--- src/sv/rsws_pkg.sv ---
// Shared types, codes and constants of the restricted shell word splitter.
`timescale 1ns / 1ps

package rsws_pkg;

    // Result kinds
    localparam logic [1:0] KIND_BYTE   = 2'd0;
    localparam logic [1:0] KIND_WEND   = 2'd1;
    localparam logic [1:0] KIND_ERROR  = 2'd2;
    localparam logic [1:0] KIND_ACCEPT = 2'd3;

    // Error codes
    localparam logic [3:0] ERR_EXPANSION   = 4'd0;
    localparam logic [3:0] ERR_TRAIL_ESC   = 4'd1;
    localparam logic [3:0] ERR_CONTINUE    = 4'd2;
    localparam logic [3:0] ERR_SEMANTICS   = 4'd3;
    localparam logic [3:0] ERR_UNTERM      = 4'd4;
    localparam logic [3:0] ERR_COUNT       = 4'd5;
    localparam logic [3:0] ERR_BYTES       = 4'd6;
    localparam logic [3:0] ERR_NUL         = 4'd7;
    localparam logic [3:0] ERR_METADATA    = 4'd8;
    localparam logic [3:0] ERR_COMPILER    = 4'd9;

    // Configuration register indexes
    localparam logic [1:0] CFG_MAX_WORDS      = 2'd0;
    localparam logic [1:0] CFG_MAX_WORD_BYTES = 2'd1;
    localparam logic [1:0] CFG_BUDGET         = 2'd2;

    localparam logic [15:0] MAX_WORDS_RESET      = 16'd1024;
    localparam logic [19:0] MAX_WORD_BYTES_RESET = 20'd65536;
    localparam logic [31:0] BUDGET_RESET         = 32'd16777216;

    // Word length saturates at 2^20
    localparam int unsigned LEN_W = 21;
    localparam logic [LEN_W-1:0] LEN_CAP = 21'h100000;

    // Queue between front and back
    localparam int unsigned QUEUE_DEPTH = 4;
    localparam int unsigned QPTR_W      = $clog2(QUEUE_DEPTH);

    // Result slots inside one bundle, in output order
    localparam int unsigned SLOT_BYTE0 = 0;
    localparam int unsigned SLOT_BYTE1 = 1;
    localparam int unsigned SLOT_WEND  = 2;
    localparam int unsigned SLOT_FINAL = 3;
    localparam int unsigned NSLOTS     = 4;

    typedef struct packed {
        logic [7:0] char_byte;
        logic       has_char;
        logic       end_of_command;
    } rsws_in_t;

    typedef struct packed {
        logic [1:0]  kind;
        logic [7:0]  out_byte;
        logic [15:0] word_index;
        logic [3:0]  fault_code;
        logic        last;
    } rsws_out_t;

    // All results caused by one input item
    typedef struct packed {
        logic [NSLOTS-1:0] slots;
        logic [7:0]        byte0;
        logic [7:0]        byte1;
        logic [15:0]       word_index;
        logic              final_error;
        logic [3:0]        fault_code;
    } rsws_bundle_t;

endpackage

--- src/sv/restricted_shell_word_splitter.sv ---
// Top level of the restricted shell word splitter: front, bundle queue and back.
// A result passes through the bundle queue before it appears on the result ports.
// Throughput: one item per cycle while the queue has room; the back hands out one
// result per cycle while the consumer pops, so an item that causes k results takes k pops.
// Reset: rst_n clears the command state, the queue and the register values to defaults.
`timescale 1ns / 1ps

module restricted_shell_word_splitter
    import rsws_pkg::*;
(
    input  logic        clk,
    input  logic        rst_n,
    // item side
    input  logic        push,
    output logic        full,
    input  rsws_in_t    cmd_item,
    // result side
    output logic        empty,
    input  logic        pop,
    output rsws_out_t   result,
    // configuration writes
    input  logic        cfg_valid,
    output logic        cfg_ready,
    input  logic [1:0]  cfg_index,
    input  logic [31:0] cfg_data
);

    logic         take;
    logic         bundle_valid;
    rsws_bundle_t bundle;
    rsws_bundle_t head;
    logic         head_done;

    // Registers can be written in any cycle.
    assign cfg_ready = 1'b1;

    // An item is taken whenever the queue has room, even if results still wait.
    assign take = push && !full;

    // Front: decode the byte, update the word and command state, and build the
    // bundle of up to four results (two bytes, a word end, an error or accept).
    rsws_front u_front (
        .clk          (clk),
        .rst_n        (rst_n),
        .take         (take),
        .cmd_item     (cmd_item),
        .cfg_write    (cfg_valid && cfg_ready),
        .cfg_index    (cfg_index),
        .cfg_data     (cfg_data),
        .bundle_valid (bundle_valid),
        .bundle       (bundle)
    );

    // Queue: hold bundles so the front keeps running while the consumer stalls.
    // Items that cause no result never enter it.
    rsws_queue u_queue (
        .clk     (clk),
        .rst_n   (rst_n),
        .wr_en   (bundle_valid),
        .wr_data (bundle),
        .rd_en   (head_done),
        .rd_data (head),
        .full    (full),
        .empty   (empty)
    );

    // Back: advance through the head bundle's results one pop at a time and
    // drop the bundle once its last result is taken.
    rsws_back u_back (
        .clk        (clk),
        .rst_n      (rst_n),
        .head_valid (!empty),
        .head       (head),
        .pop        (pop),
        .result     (result),
        .head_done  (head_done)
    );

endmodule

--- src/sv/rsws_front.sv ---
// Front part: decodes each input item, keeps the command state, builds result bundles.
`timescale 1ns / 1ps

module rsws_front
    import rsws_pkg::*;
(
    input  logic         clk,
    input  logic         rst_n,
    input  logic         take,
    input  rsws_in_t     cmd_item,
    input  logic         cfg_write,
    input  logic [1:0]   cfg_index,
    input  logic [31:0]  cfg_data,
    output logic         bundle_valid,
    output rsws_bundle_t bundle
);

    typedef enum logic [1:0] {Q_UNQUOTED, Q_SINGLE, Q_DOUBLE} quote_t;
    typedef enum logic [1:0] {ESC_NONE, ESC_PLAIN, ESC_DOUBLE} esc_t;

    localparam logic [7:0] CH_SPACE = 8'h20;
    localparam logic [7:0] CH_TAB   = 8'h09;
    localparam logic [7:0] CH_LF    = 8'h0A;
    localparam logic [7:0] CH_CR    = 8'h0D;
    localparam logic [7:0] CH_SQ    = 8'h27;
    localparam logic [7:0] CH_DQ    = 8'h22;
    localparam logic [7:0] CH_BS    = 8'h5C;
    localparam logic [7:0] CH_DOLLAR = 8'h24;
    localparam logic [7:0] CH_BTICK = 8'h60;
    localparam logic [7:0] CH_HASH  = 8'h23;
    localparam logic [7:0] CH_STAR  = 8'h2A;
    localparam logic [7:0] CH_QMARK = 8'h3F;
    localparam logic [7:0] CH_LBRK  = 8'h5B;
    localparam logic [7:0] CH_PIPE  = 8'h7C;
    localparam logic [7:0] CH_AMP   = 8'h26;
    localparam logic [7:0] CH_SEMI  = 8'h3B;
    localparam logic [7:0] CH_LT    = 8'h3C;
    localparam logic [7:0] CH_GT    = 8'h3E;
    localparam logic [7:0] CH_LPAR  = 8'h28;
    localparam logic [7:0] CH_RPAR  = 8'h29;

    logic [15:0]      max_words_reg;
    logic [19:0]      max_word_bytes_reg;
    logic [31:0]      budget_reg;

    quote_t           quote_reg, quote_next;
    esc_t             esc_reg, esc_next;
    logic             wopen_reg, wopen_next;
    logic [LEN_W-1:0] wlen_reg, wlen_next;
    logic             wnul_reg, wnul_next;
    logic [15:0]      wdone_reg, wdone_next;
    logic [31:0]      bused_reg, bused_next;
    logic             fwe_reg, fwe_next;
    logic             skip_reg, skip_next;

    logic [7:0]       c;
    logic [1:0]       nbytes;
    logic [7:0]       b0, b1;
    logic             err_v;
    logic [3:0]       err_c;
    logic             fin_req;
    logic             wend;
    logic             accept;
    logic [LEN_W-1:0] wlen_sum, wlen_e;
    logic             wnul_e;
    logic [31:0]      remaining;
    logic             is_space, is_semantic, dq_special;

    assign c = cmd_item.char_byte;
    assign is_space = (c == CH_SPACE) || (c == CH_TAB) || (c == CH_LF) || (c == CH_CR);
    assign is_semantic = (c == CH_PIPE) || (c == CH_AMP) || (c == CH_SEMI) || (c == CH_LT)
                      || (c == CH_GT) || (c == CH_LPAR) || (c == CH_RPAR) || (c == CH_STAR)
                      || (c == CH_QMARK) || (c == CH_LBRK) || ((c == CH_HASH) && !wopen_reg);
    assign dq_special = (c == CH_DQ) || (c == CH_BS) || (c == CH_DOLLAR) || (c == CH_BTICK);

    always_comb
    begin
        quote_next = quote_reg;
        esc_next   = esc_reg;
        wopen_next = wopen_reg;
        wlen_next  = wlen_reg;
        wnul_next  = wnul_reg;
        wdone_next = wdone_reg;
        bused_next = bused_reg;
        fwe_next   = fwe_reg;
        skip_next  = skip_reg;
        nbytes     = 2'd0;
        b0         = c;
        b1         = c;
        err_v      = 1'b0;
        err_c      = ERR_EXPANSION;
        fin_req    = 1'b0;
        wend       = 1'b0;
        accept     = 1'b0;
        remaining  = '0;

        // byte decode
        if (cmd_item.has_char)
        begin
            if (esc_reg != ESC_NONE)
            begin
                esc_next = ESC_NONE;
                if ((c == CH_LF) || (c == CH_CR))
                begin
                    err_v = 1'b1;
                    err_c = ERR_CONTINUE;
                end
                else if ((esc_reg == ESC_DOUBLE) && !dq_special)
                begin
                    nbytes = 2'd2;
                    b0     = CH_BS;
                end
                else
                begin
                    nbytes = 2'd1;
                end
            end
            else if (quote_reg == Q_SINGLE)
            begin
                if (c == CH_SQ)
                    quote_next = Q_UNQUOTED;
                else
                    nbytes = 2'd1;
            end
            else if (quote_reg == Q_DOUBLE)
            begin
                priority if (c == CH_DQ)
                    quote_next = Q_UNQUOTED;
                else if ((c == CH_DOLLAR) || (c == CH_BTICK))
                begin
                    err_v = 1'b1;
                    err_c = ERR_EXPANSION;
                end
                else if (c == CH_BS)
                    esc_next = ESC_DOUBLE;
                else
                    nbytes = 2'd1;
            end
            else
            begin
                priority if (is_space)
                    fin_req = 1'b1;
                else if (c == CH_SQ)
                begin
                    quote_next = Q_SINGLE;
                    wopen_next = 1'b1;
                end
                else if (c == CH_DQ)
                begin
                    quote_next = Q_DOUBLE;
                    wopen_next = 1'b1;
                end
                else if (c == CH_BS)
                begin
                    wopen_next = 1'b1;
                    esc_next   = ESC_PLAIN;
                end
                else if ((c == CH_DOLLAR) || (c == CH_BTICK))
                begin
                    err_v = 1'b1;
                    err_c = ERR_EXPANSION;
                end
                else if (is_semantic)
                begin
                    err_v = 1'b1;
                    err_c = ERR_SEMANTICS;
                end
                else
                begin
                    wopen_next = 1'b1;
                    nbytes     = 2'd1;
                end
            end
        end

        // length and NUL tracking of the emitted bytes
        wlen_sum = wlen_reg + LEN_W'(nbytes);
        wlen_e   = (wlen_sum > LEN_CAP) ? LEN_CAP : wlen_sum;
        wnul_e   = wnul_reg || ((nbytes != 2'd0) && (b1 == 8'h00))
                 || ((nbytes == 2'd2) && (b0 == 8'h00));
        wlen_next = wlen_e;
        wnul_next = wnul_e;

        // end-of-command checks that come before finishing the word
        if (cmd_item.end_of_command && !err_v)
        begin
            priority if (esc_next != ESC_NONE)
            begin
                err_v = 1'b1;
                err_c = ERR_TRAIL_ESC;
            end
            else if (quote_next != Q_UNQUOTED)
            begin
                err_v = 1'b1;
                err_c = ERR_UNTERM;
            end
            else
                fin_req = 1'b1;
        end

        // word finish with limit checks
        if (fin_req && wopen_next)
        begin
            remaining = (bused_reg > budget_reg) ? 32'd0 : (budget_reg - bused_reg);
            priority if (wdone_reg >= max_words_reg)
            begin
                err_v = 1'b1;
                err_c = ERR_COUNT;
            end
            else if (wlen_e > {1'b0, max_word_bytes_reg})
            begin
                err_v = 1'b1;
                err_c = ERR_BYTES;
            end
            else if (wnul_e)
            begin
                err_v = 1'b1;
                err_c = ERR_NUL;
            end
            else if (32'(wlen_e) > remaining)
            begin
                err_v = 1'b1;
                err_c = ERR_METADATA;
            end
            else
            begin
                wend       = 1'b1;
                bused_next = bused_reg + 32'(wlen_e);
                if ((wdone_reg == 16'd0) && (wlen_e == '0))
                    fwe_next = 1'b1;
                if (wdone_reg != 16'hFFFF)
                    wdone_next = wdone_reg + 16'd1;
                wopen_next = 1'b0;
                wlen_next  = '0;
                wnul_next  = 1'b0;
            end
        end

        if (cmd_item.end_of_command && !err_v)
        begin
            if ((wdone_next == 16'd0) || fwe_next)
            begin
                err_v = 1'b1;
                err_c = ERR_COMPILER;
            end
            else
                accept = 1'b1;
        end

        // command finished or failed: clear and maybe drop until its end
        if (err_v || accept)
        begin
            quote_next = Q_UNQUOTED;
            esc_next   = ESC_NONE;
            wopen_next = 1'b0;
            wlen_next  = '0;
            wnul_next  = 1'b0;
            wdone_next = '0;
            bused_next = '0;
            fwe_next   = 1'b0;
            skip_next  = err_v && !cmd_item.end_of_command;
        end

        bundle.slots[SLOT_BYTE0] = (nbytes != 2'd0);
        bundle.slots[SLOT_BYTE1] = (nbytes == 2'd2);
        bundle.slots[SLOT_WEND]  = wend;
        bundle.slots[SLOT_FINAL] = err_v || accept;
        bundle.byte0       = (nbytes == 2'd2) ? b0 : b1;
        bundle.byte1       = b1;
        bundle.word_index  = wdone_reg;
        bundle.final_error = err_v;
        bundle.fault_code  = err_c;

        // items of a failed command are dropped; its end item ends the dropping
        if (skip_reg)
        begin
            quote_next   = quote_reg;
            esc_next     = esc_reg;
            wopen_next   = wopen_reg;
            wlen_next    = wlen_reg;
            wnul_next    = wnul_reg;
            wdone_next   = wdone_reg;
            bused_next   = bused_reg;
            fwe_next     = fwe_reg;
            skip_next    = !cmd_item.end_of_command;
            bundle.slots = '0;
        end
    end

    assign bundle_valid = take && (bundle.slots != '0);

    always_ff @(posedge clk or negedge rst_n)
    begin
        if (!rst_n)
        begin
            max_words_reg      <= MAX_WORDS_RESET;
            max_word_bytes_reg <= MAX_WORD_BYTES_RESET;
            budget_reg         <= BUDGET_RESET;
        end
        else if (cfg_write)
        begin
            unique case (cfg_index)
                CFG_MAX_WORDS:      max_words_reg      <= cfg_data[15:0];
                CFG_MAX_WORD_BYTES: max_word_bytes_reg <= cfg_data[19:0];
                CFG_BUDGET:         budget_reg         <= cfg_data;
                default:            ;
            endcase
        end
    end

    always_ff @(posedge clk or negedge rst_n)
    begin
        if (!rst_n)
        begin
            quote_reg <= Q_UNQUOTED;
            esc_reg   <= ESC_NONE;
            wopen_reg <= 1'b0;
            wlen_reg  <= '0;
            wnul_reg  <= 1'b0;
            wdone_reg <= '0;
            bused_reg <= '0;
            fwe_reg   <= 1'b0;
            skip_reg  <= 1'b0;
        end
        else if (take)
        begin
            quote_reg <= quote_next;
            esc_reg   <= esc_next;
            wopen_reg <= wopen_next;
            wlen_reg  <= wlen_next;
            wnul_reg  <= wnul_next;
            wdone_reg <= wdone_next;
            bused_reg <= bused_next;
            fwe_reg   <= fwe_next;
            skip_reg  <= skip_next;
        end
    end

endmodule

--- src/sv/rsws_queue.sv ---
// Short queue of result bundles between the front and back parts.
`timescale 1ns / 1ps

module rsws_queue
    import rsws_pkg::*;
(
    input  logic         clk,
    input  logic         rst_n,
    input  logic         wr_en,
    input  rsws_bundle_t wr_data,
    input  logic         rd_en,
    output rsws_bundle_t rd_data,
    output logic         full,
    output logic         empty
);

    rsws_bundle_t      mem [QUEUE_DEPTH];
    logic [QPTR_W-1:0] wr_ptr_reg, rd_ptr_reg;
    logic [QPTR_W:0]   count_reg, count_next;
    logic              do_wr, do_rd;

    assign full    = (count_reg == (QPTR_W+1)'(QUEUE_DEPTH));
    assign empty   = (count_reg == '0);
    assign do_wr   = wr_en && !full;
    assign do_rd   = rd_en && !empty;
    assign rd_data = mem[rd_ptr_reg];

    always_comb
    begin
        count_next = count_reg;
        if (do_wr && !do_rd)
            count_next = count_reg + 1'b1;
        else if (do_rd && !do_wr)
            count_next = count_reg - 1'b1;
    end

    always_ff @(posedge clk)
    begin
        if (do_wr)
            mem[wr_ptr_reg] <= wr_data;
    end

    always_ff @(posedge clk or negedge rst_n)
    begin
        if (!rst_n)
        begin
            wr_ptr_reg <= '0;
            rd_ptr_reg <= '0;
            count_reg  <= '0;
        end
        else
        begin
            if (do_wr)
                wr_ptr_reg <= wr_ptr_reg + 1'b1;
            if (do_rd)
                rd_ptr_reg <= rd_ptr_reg + 1'b1;
            count_reg <= count_next;
        end
    end

endmodule

--- src/sv/rsws_back.sv ---
// Back part: walks the slots of the head bundle and presents one result at a time.
`timescale 1ns / 1ps

module rsws_back
    import rsws_pkg::*;
(
    input  logic         clk,
    input  logic         rst_n,
    input  logic         head_valid,
    input  rsws_bundle_t head,
    input  logic         pop,
    output rsws_out_t    result,
    output logic         head_done
);

    logic [NSLOTS-1:0] done_reg, done_next;
    logic [NSLOTS-1:0] pending, cur;
    logic              take;

    assign pending = head.slots & ~done_reg;
    assign cur     = pending & (~pending + 1'b1);
    assign take    = pop && head_valid;
    assign head_done = take && ((pending & ~cur) == '0);

    always_comb
    begin
        result.kind       = KIND_BYTE;
        result.out_byte   = 8'h00;
        result.word_index = 16'h0000;
        result.fault_code = ERR_EXPANSION;
        result.last       = 1'b0;
        priority if (cur[SLOT_BYTE0])
        begin
            result.out_byte   = head.byte0;
            result.word_index = head.word_index;
        end
        else if (cur[SLOT_BYTE1])
        begin
            result.out_byte   = head.byte1;
            result.word_index = head.word_index;
        end
        else if (cur[SLOT_WEND])
        begin
            result.kind       = KIND_WEND;
            result.word_index = head.word_index;
        end
        else if (head.final_error)
        begin
            result.kind       = KIND_ERROR;
            result.fault_code = head.fault_code;
            result.last       = 1'b1;
        end
        else
        begin
            result.kind = KIND_ACCEPT;
            result.last = 1'b1;
        end
    end

    always_comb
    begin
        done_next = done_reg;
        if (head_done)
            done_next = '0;
        else if (take)
            done_next = done_reg | cur;
    end

    always_ff @(posedge clk or negedge rst_n)
    begin
        if (!rst_n)
            done_reg <= '0;
        else
            done_reg <= done_next;
    end

endmodule

--- config.mk ---
export PLATFORM = sky130hd
export DESIGN_NAME = restricted_shell_word_splitter
export DESIGN_NICKNAME = d
export VERILOG_FILES = /design/src/sv/rsws_pkg.sv /design/src/sv/restricted_shell_word_splitter.sv /design/src/sv/rsws_front.sv /design/src/sv/rsws_queue.sv /design/src/sv/rsws_back.sv
export SDC_FILE = /design/constraint.sdc
export NUM_CORES = 1
export LEC_CHECK = 0
export BUFFER_PORTS_ARGS = -buffer_cell sky130_fd_sc_hd__buf_2
export CAP_MARGIN = 25
export CORE_AREA = 3 3 200 202
export CTS_CLUSTER_DIAMETER = 150
export DETAILED_ROUTE_END_ITERATION = 10
export DIE_AREA = 0 0 203 205
export PLACE_DENSITY_LB_ADDON = 0.1
export SLEW_MARGIN = 40
export SYNTH_ARGS = -nofsm -noshare
export SYNTH_HDL_FRONTEND = slang
export SYNTH_SLANG_ARGS = --single-unit
--- constraint.sdc ---
create_clock -name clk -period 6.92 [get_ports clk]
set_input_delay 0.346 -clock clk [delete_from_list [all_inputs] [get_ports clk]]
set_output_delay 0.346 -clock clk [all_outputs]
set_load 0.05 [all_outputs]
==> results.json, run 1 <==
{
  "port_buffers": 81,
  "grtUsageTotal_pct": 23.90,
  "first_pass_iters": 5,
  "clk_pin_slew_worst_paths_ps": 60,
  "worstPathMaxFanout": 6,
  "place_inst": 2477,
  "hold_viol": 0,
  "crit_required_ps": 7320,
  "worstSetupEndpointType": "register",
  "postRouteAntennaNets": 0,
  "ir_worst_vdd_mv": 0.1999,
  "min_path_type": "in -> reg",
  "fillers": 3313,
  "grt_pass1_vias": 14642,
  "fin_hold_ws_ps": 34.21,
  "synth_nets": 1973,
  "largest_reg_flops": 164,
  "cpMaxStageDelayCell": "or4_4",
  "insertion_delay_ps": 550,
  "crit_path_start_kind": "register",
  "maxSlewHeadroom_pct": 48.93,
  "worstMarginPinSlew_ps": 764.5,
  "critPathKind": "reg -> reg",
  "wl_mm": 49.55,
  "drv_cap": 0,
  "grt_use_met1_pct": 30.06,
  "fmax_mhz": 147.9,
  "fin_ws_ps": 160.4,
  "clockRootBuffer": "clkbuf_16",
  "setup_viol_count_final": 0,
  "syn_to_final_growth_pct": 19.58,
  "grt_start_max_net_pins": 65,
  "drv_slew": 0,
  "ys_seq_elements": 320,
  "drtIter0Drc": 891,
  "route.detailed.drc": 0,
  "cts.sinks": 320,
  "synth_warnings": 0,
  "antenna_found_initial": 0,
  "fin_nets": 2173,
  "p_leak_uw": 0.009429,
  "cts_tree": "done",
  "layout_common_cells": "edfxtp_1, nand2_1, buf_4",
  "place_ws_ps": -362.2,
  "final_common_cell": "edfxtp_1",
  "finalSetupTns_ps": 0,
  "num_io_pins": 83,
  "synth_cell_type_count": 84,
  "avgSynthCellArea_um2": 10.55,
  "die_area_um2": 41620,
  "finalNonFillerCells": 2549,
  "ys_async_sr_fraction_pct": 48.75,
  "clk_path_buf_depth": 3,
  "row_count": 72,
  "status": "finished, final reports clean",
  "crit_top_cell": "nand2_2",
  "busiest_layer": "met2",
  "synthCells": 1804,
  "start_util_pct": 49.47,
  "synth-edff-count": 164,
  "critical-path-max-stage-delay_ps": 550,
  "skew_ps": 21.22,
  "drive_gt1_share_pct": 24.32,
  "grt_first_pass_wirelength_mm": 78.60,
  "cts_buffers": 36,
  "ys.flop_type": "edfxtp_1",
  "grt_setup_unrepaired": "true",
  "grt_util_met2_pct": 42.79,
  "p_per_area_nw_per_um2": 344.0,
  "cp.arrival_ps": 7160,
  "period_share_pct": 97.68,
  "vias": 14551,
  "core_region_area_um2": 38470,
  "wl_per_cell_um": 19.44,
  "syn-cell-area_um2": 19030,
  "vias_per_cell": 5.709,
  "synth_seq_area_share_pct": 46.42,
  "die_width_um": 203,
  "globalplace.congestion": 0.8914,
  "min_period_ps": 6760,
  "cts.htree.levels": 2,
  "die_h_um": 205,
  "diodes": 0,
  "overflow": 0,
  "hpwl_mm": 36.46,
  "met3_usage_pct": 2.717
}
-- worst max-delay path: cells and delay by family (launching register included) --
family	cells	cell delay, ps
compound gates	11	2130
fa+ha+maj	3	900
buf+inv	4	400
flops	1	360
simple gates	13	2800
-- synth_stat cells (6+ instances only) --
library cell    n  share of area (%)
o21ai_1        14               0.37
mux4_2         41                4.9
a21boi_0        8               0.32
a22o_1         13               0.60
dfrtp_1       153                 20
nor2b_1        42                1.4
nand2_1       164                3.2
nand2b_1       22               0.72
o22ai_1        10               0.33
or3_1           9               0.30
o21ai_0       111                2.9
and2_1          7               0.23
inv_1         113                2.2
mux2_2         55                3.3
o211ai_1       16               0.63
nor3_1         29               0.76
edfxtp_1      164                 26
nor3b_1         8               0.32
nor4_1          6               0.20
a21oi_1       106                2.8
a21o_1         30                1.2
a211oi_1       11               0.43
nand4_1        24               0.79
xor2_1         28                1.3
buf_2          12               0.32
clkbuf_1       58                1.1
o21bai_1        7               0.28
buf_1           8               0.16
and4_1          8               0.37
ha_1          116                7.6
nand3b_1        6               0.24
a31oi_1        18               0.59
xnor2_1        55                2.5
nor2_1        117                2.3
o31ai_1        24               0.95
and3_1         23               0.76
nand3_1        51                1.3
o21a_1         17               0.67
nor4b_1         7               0.32
-- what timing repair did --
item                                   CTS  global route
setup buffers                            1             5
hold buffers                             1             0
endpoints found under the hold margin   56             0
pin swaps                                0            39
setup endpoints to repair               12            79
resized for setup                        3            74
-- path summary, 6_finish.rpt --
path / from / to / slack (ps) / cells past startpoint
max in group asynchronous: rst_n / u_front.bused_reg[25]$_DFFE_PN0P_ / 5510 / 3
min in group asynchronous: rst_n / u_front.wdone_reg[5]$_DFFE_PN0P_ / 370 / 2
hold reg to reg: u_queue.count_reg[2]$_DFFE_PN0P_ / u_queue.count_reg[2]$_DFFE_PN0P_ / 500 / 1
setup reg to reg: u_front.wopen_reg$_DFFE_PN0P_ / u_queue.mem[2][0]$_DFFE_PP_ / 160 / 31
hold / removal: cfg_data[30] / u_front.budget_reg[30]$_DFFE_PN0P_ / 30 / 2
setup / recovery: u_front.wopen_reg$_DFFE_PN0P_ / u_queue.mem[2][0]$_DFFE_PP_ / 160 / 31
-- cell type report --
class	instances	area, um2	area share [%]
Inverter	113	424.2	1.864
Multi-Input combinational cell	1289	9864	43.35
Clock buffer	52	1041	4.575
Timing Repair Buffer	244	1703	7.484
Clock inverter	13	239.0	1.050
Sequential cell	320	8835	38.83
Tap cell	518	648.1	2.848
-- per-stage QoR --
stage               power [uW]  cell area, um2  utilization (%)
floorplan                 4873           19050                -
global placement          5710           21040            54.69
detailed placement        5770           21050            54.73
CTS                       7855           22360            58.13
global route              8279           22750            59.15
finish                    7827           22750            59.15
-- logic make-up (layout without fill, tap and decap cells) --
family | count (synthesis) | in the layout | synth area share [%]
AO/OA/AOI/OAI | 437 | 437 | 14.87
XOR/XNOR | 83 | 83 | 3.820
adder cells (fa/ha/maj) | 122 | 122 | 8.154
buffers and inverters | 195 | 422 | 4.024
flip-flops | 320 | 320 | 46.42
multiplexers | 99 | 99 | 8.265
other | 1 | 1 | 0.01971
AND/OR/NAND/NOR | 547 | 547 | 14.43
-- metal layers --
metal / wire (um) / up-vias / share of wire (%)
li1: - / 7029 / -
met1: 21180 / 7169 / 43
met2: 25270 / 269 / 51
met3: 1560 / 84 / 3.1
met4: 1542 / 0 / 3.1
met5: 0 / - / 0
-- report_power, final --
| part | switching [uW] | leakage, uW | internal, uW | total [uW] |
|---|---|---|---|---|
| clock | 766 | 0.000619 | 1270 | 2040 |
| sequential | 172 | 0.00348 | 2430 | 2600 |
| combinational | 2060 | 0.00533 | 1130 | 3190 |
(Power assumes the default switching activity.)
==> run 2, diff against run 1 <==
CORE_AREA = 3 3 191 193   (was 3 3 200 202)
DIE_AREA = 0 0 194 196   (was 0 0 203 205)
==> run 2 against run 1 <==
Against the previous run: worst setup slack better by 65 ps; highest routed layer is now met5; clock skew is 9.6 ps higher; sequential power hardly changed; non-clock buffer count is 14 lower; via count is 0.39% higher; largest cell class unchanged; die area is 8.6% lower; critical path depth is 2 higher; clock-buffer cell count is 3 lower.
==> results.json, run 2 (synthesized netlist as in run 1, its figures left out) <==
{
  "clk_path_buf_depth": 3,
  "min_from": "cfg_data[22]",
  "insertion_delay_ps": 540,
  "die_h_um": 196,
  "drv_cap": 0,
  "crit_path_start_kind": "register",
  "drive_gt1_share_pct": 22.81,
  "crit_required_ps": 7300,
  "hold_viol": 0,
  "hpwl_mm": 34.80,
  "die_area_um2": 38020,
  "cts.htree.levels": 2,
  "clockRootBuffer": "clkbuf_16",
  "cpMaxStageDelayCell": "or4_4",
  "reg2reg_from": "u_front.wopen_reg$_DFFE_PN0P_",
  "place_ws_ps": -326.4,
  "p_per_area_nw_per_um2": 341.3,
  "skew_ps": 30.82,
  "wl_mm": 47.76,
  "critPathKind": "reg -> reg",
  "wl_per_cell_um": 19.31,
  "vias": 14608,
  "min_period_ps": 6694,
  "cts.sinks": 320,
  "start_util_pct": 54.82,
  "largest_reg_flops": 164,
  "worstPathMaxFanout": 6,
  "cts_buffers": 36,
  "cts_tree": "done",
  "rr_endpoint": "u_queue.mem[3][4]$_DFFE_PP_",
  "fmax_mhz": 149.4,
  "drtIter0Drc": 787,
  "grt_pass1_vias": 14179,
  "fillers": 2809,
  "vias_per_cell": 5.907,
  "worstSetupEndpointType": "register",
  "grt_first_pass_wirelength_mm": 75.89,
  "cp.arrival_ps": 7080,
  "min_path_type": "in -> reg",
  "antenna_found_initial": 1,
  "critical-path-max-stage-delay_ps": 560,
  "row_count": 68,
  "ir_worst_vdd_mv": 0.4528,
  "fin_ws_ps": 225.8,
  "num_io_pins": 83,
  "setup_viol_count_final": 0,
  "grt_setup_unrepaired": "true",
  "worstMarginPinSlew_ps": 732.0,
  "core_region_area_um2": 34710,
  "p_leak_uw": 0.009320,
  "syn_to_final_growth_pct": 17.75,
  "postRouteAntennaNets": 0,
  "overflow": 0,
  "hold_depth": 2,
  "final_common_cell": "edfxtp_1",
  "status": "finished, final reports clean",
  "maxSlewHeadroom_pct": 51.20,
  "ff2ff_path_depth": 33,
  "finalNonFillerCells": 2473,
  "first_pass_iters": 5,
  "globalplace.congestion": 0.8950,
  "drv_slew": 0,
  "fin_nets": 2159,
  "grtUsageTotal_pct": 24.81,
  "period_share_pct": 96.74,
  "grt_start_max_net_pins": 97,
  "place_inst": 2395,
  "route.detailed.drc": 0,
  "layout_common_cells": "edfxtp_1, nand2_1, dfrtp_1",
  "port_buffers": 81,
  "die_width_um": 194,
  "hold_path_end": "u_front.budget_reg[22]$_DFFE_PN0P_",
  "r2r_slack_ps": 230,
  "clk_pin_slew_worst_paths_ps": 60
}
-- run 2: cell type report --
cell class              count  area, um2  share of cell area [%]
clock inverters            16      212.7                  0.9493
multi-input cells        1289       9748                   43.51
inverters                 113      424.2                   1.893
clock buffers              49      999.7                   4.462
well taps                 455      569.3                   2.541
repair buffers            230       1615                   7.209
diodes                      1      2.502                 0.01117
flip-flops and latches    320       8835                   39.43
-- run 2: routing by layer --
layer,part of all wire [%],track usage (%)
met4,3.0,8.085
met1,42,31.89
met3,4.2,2.988
met5,0.023,0
met2,51,44.04
-- run 2: metrics by stage --
step / hold slack [ps] / power (uW) / utilization, % / area, um2 / TNS [ps]
after floorplan: 50.41 / 4873 / - / 19050 / 0
after global placement: 471.7 / 5640 / 59.93 / 20810 / -1557
after detailed placement: 451.9 / 5711 / 59.98 / 20820 / -6348
after CTS: 19.69 / 7689 / 63.60 / 22080 / -2.625
after global routing: 38.66 / 8088 / 64.54 / 22400 / -4558
final: 40.90 / 7648 / 64.55 / 22410 / 0
-- run 2: worst max path at each step --
stage	from	endpoint
floorplan	cmd_item[5]	u_queue.mem[0][0]$_DFFE_PP_
global placement	cmd_item[7]	u_queue.mem[0][0]$_DFFE_PP_
detailed placement	cmd_item[3]	u_queue.mem[2][0]$_DFFE_PP_
CTS	u_front.wopen_reg$_DFFE_PN0P_	u_queue.mem[3][4]$_DFFE_PP_
global route	u_front.wopen_reg$_DFFE_PN0P_	u_queue.mem[3][4]$_DFFE_PP_
finish	u_front.wopen_reg$_DFFE_PN0P_	u_queue.mem[3][4]$_DFFE_PP_
-- run 2: what timing repair did --
action                                  4_1_cts  5_1_grt
gates resized for setup                       7       44
hold buffers                                  1        0
gates cloned                                  0        1
endpoints found under the setup margin       12       79
pin swaps                                     3       31
endpoints found under the hold margin        93        0
setup buffers                                 1        8
-- run 2: report_power, final --
part | leakage (uW) | switching, uW | internal (uW)
Sequential | 0.00348 | 165 | 2430
Clock | 0.000592 | 775 | 1170
Combinational | 0.00525 | 2020 | 1090
Total | 0.00932 | 2960 | 4690
-- run 2: worst max-delay path, delay by kind of cell (launching register included) --
kind / cells / cell delay (ps)
flops: 1 / 360
compound gates: 16 / 2830
fa+ha+maj: 3 / 800
buf+inv: 3 / 270
simple gates: 11 / 2280
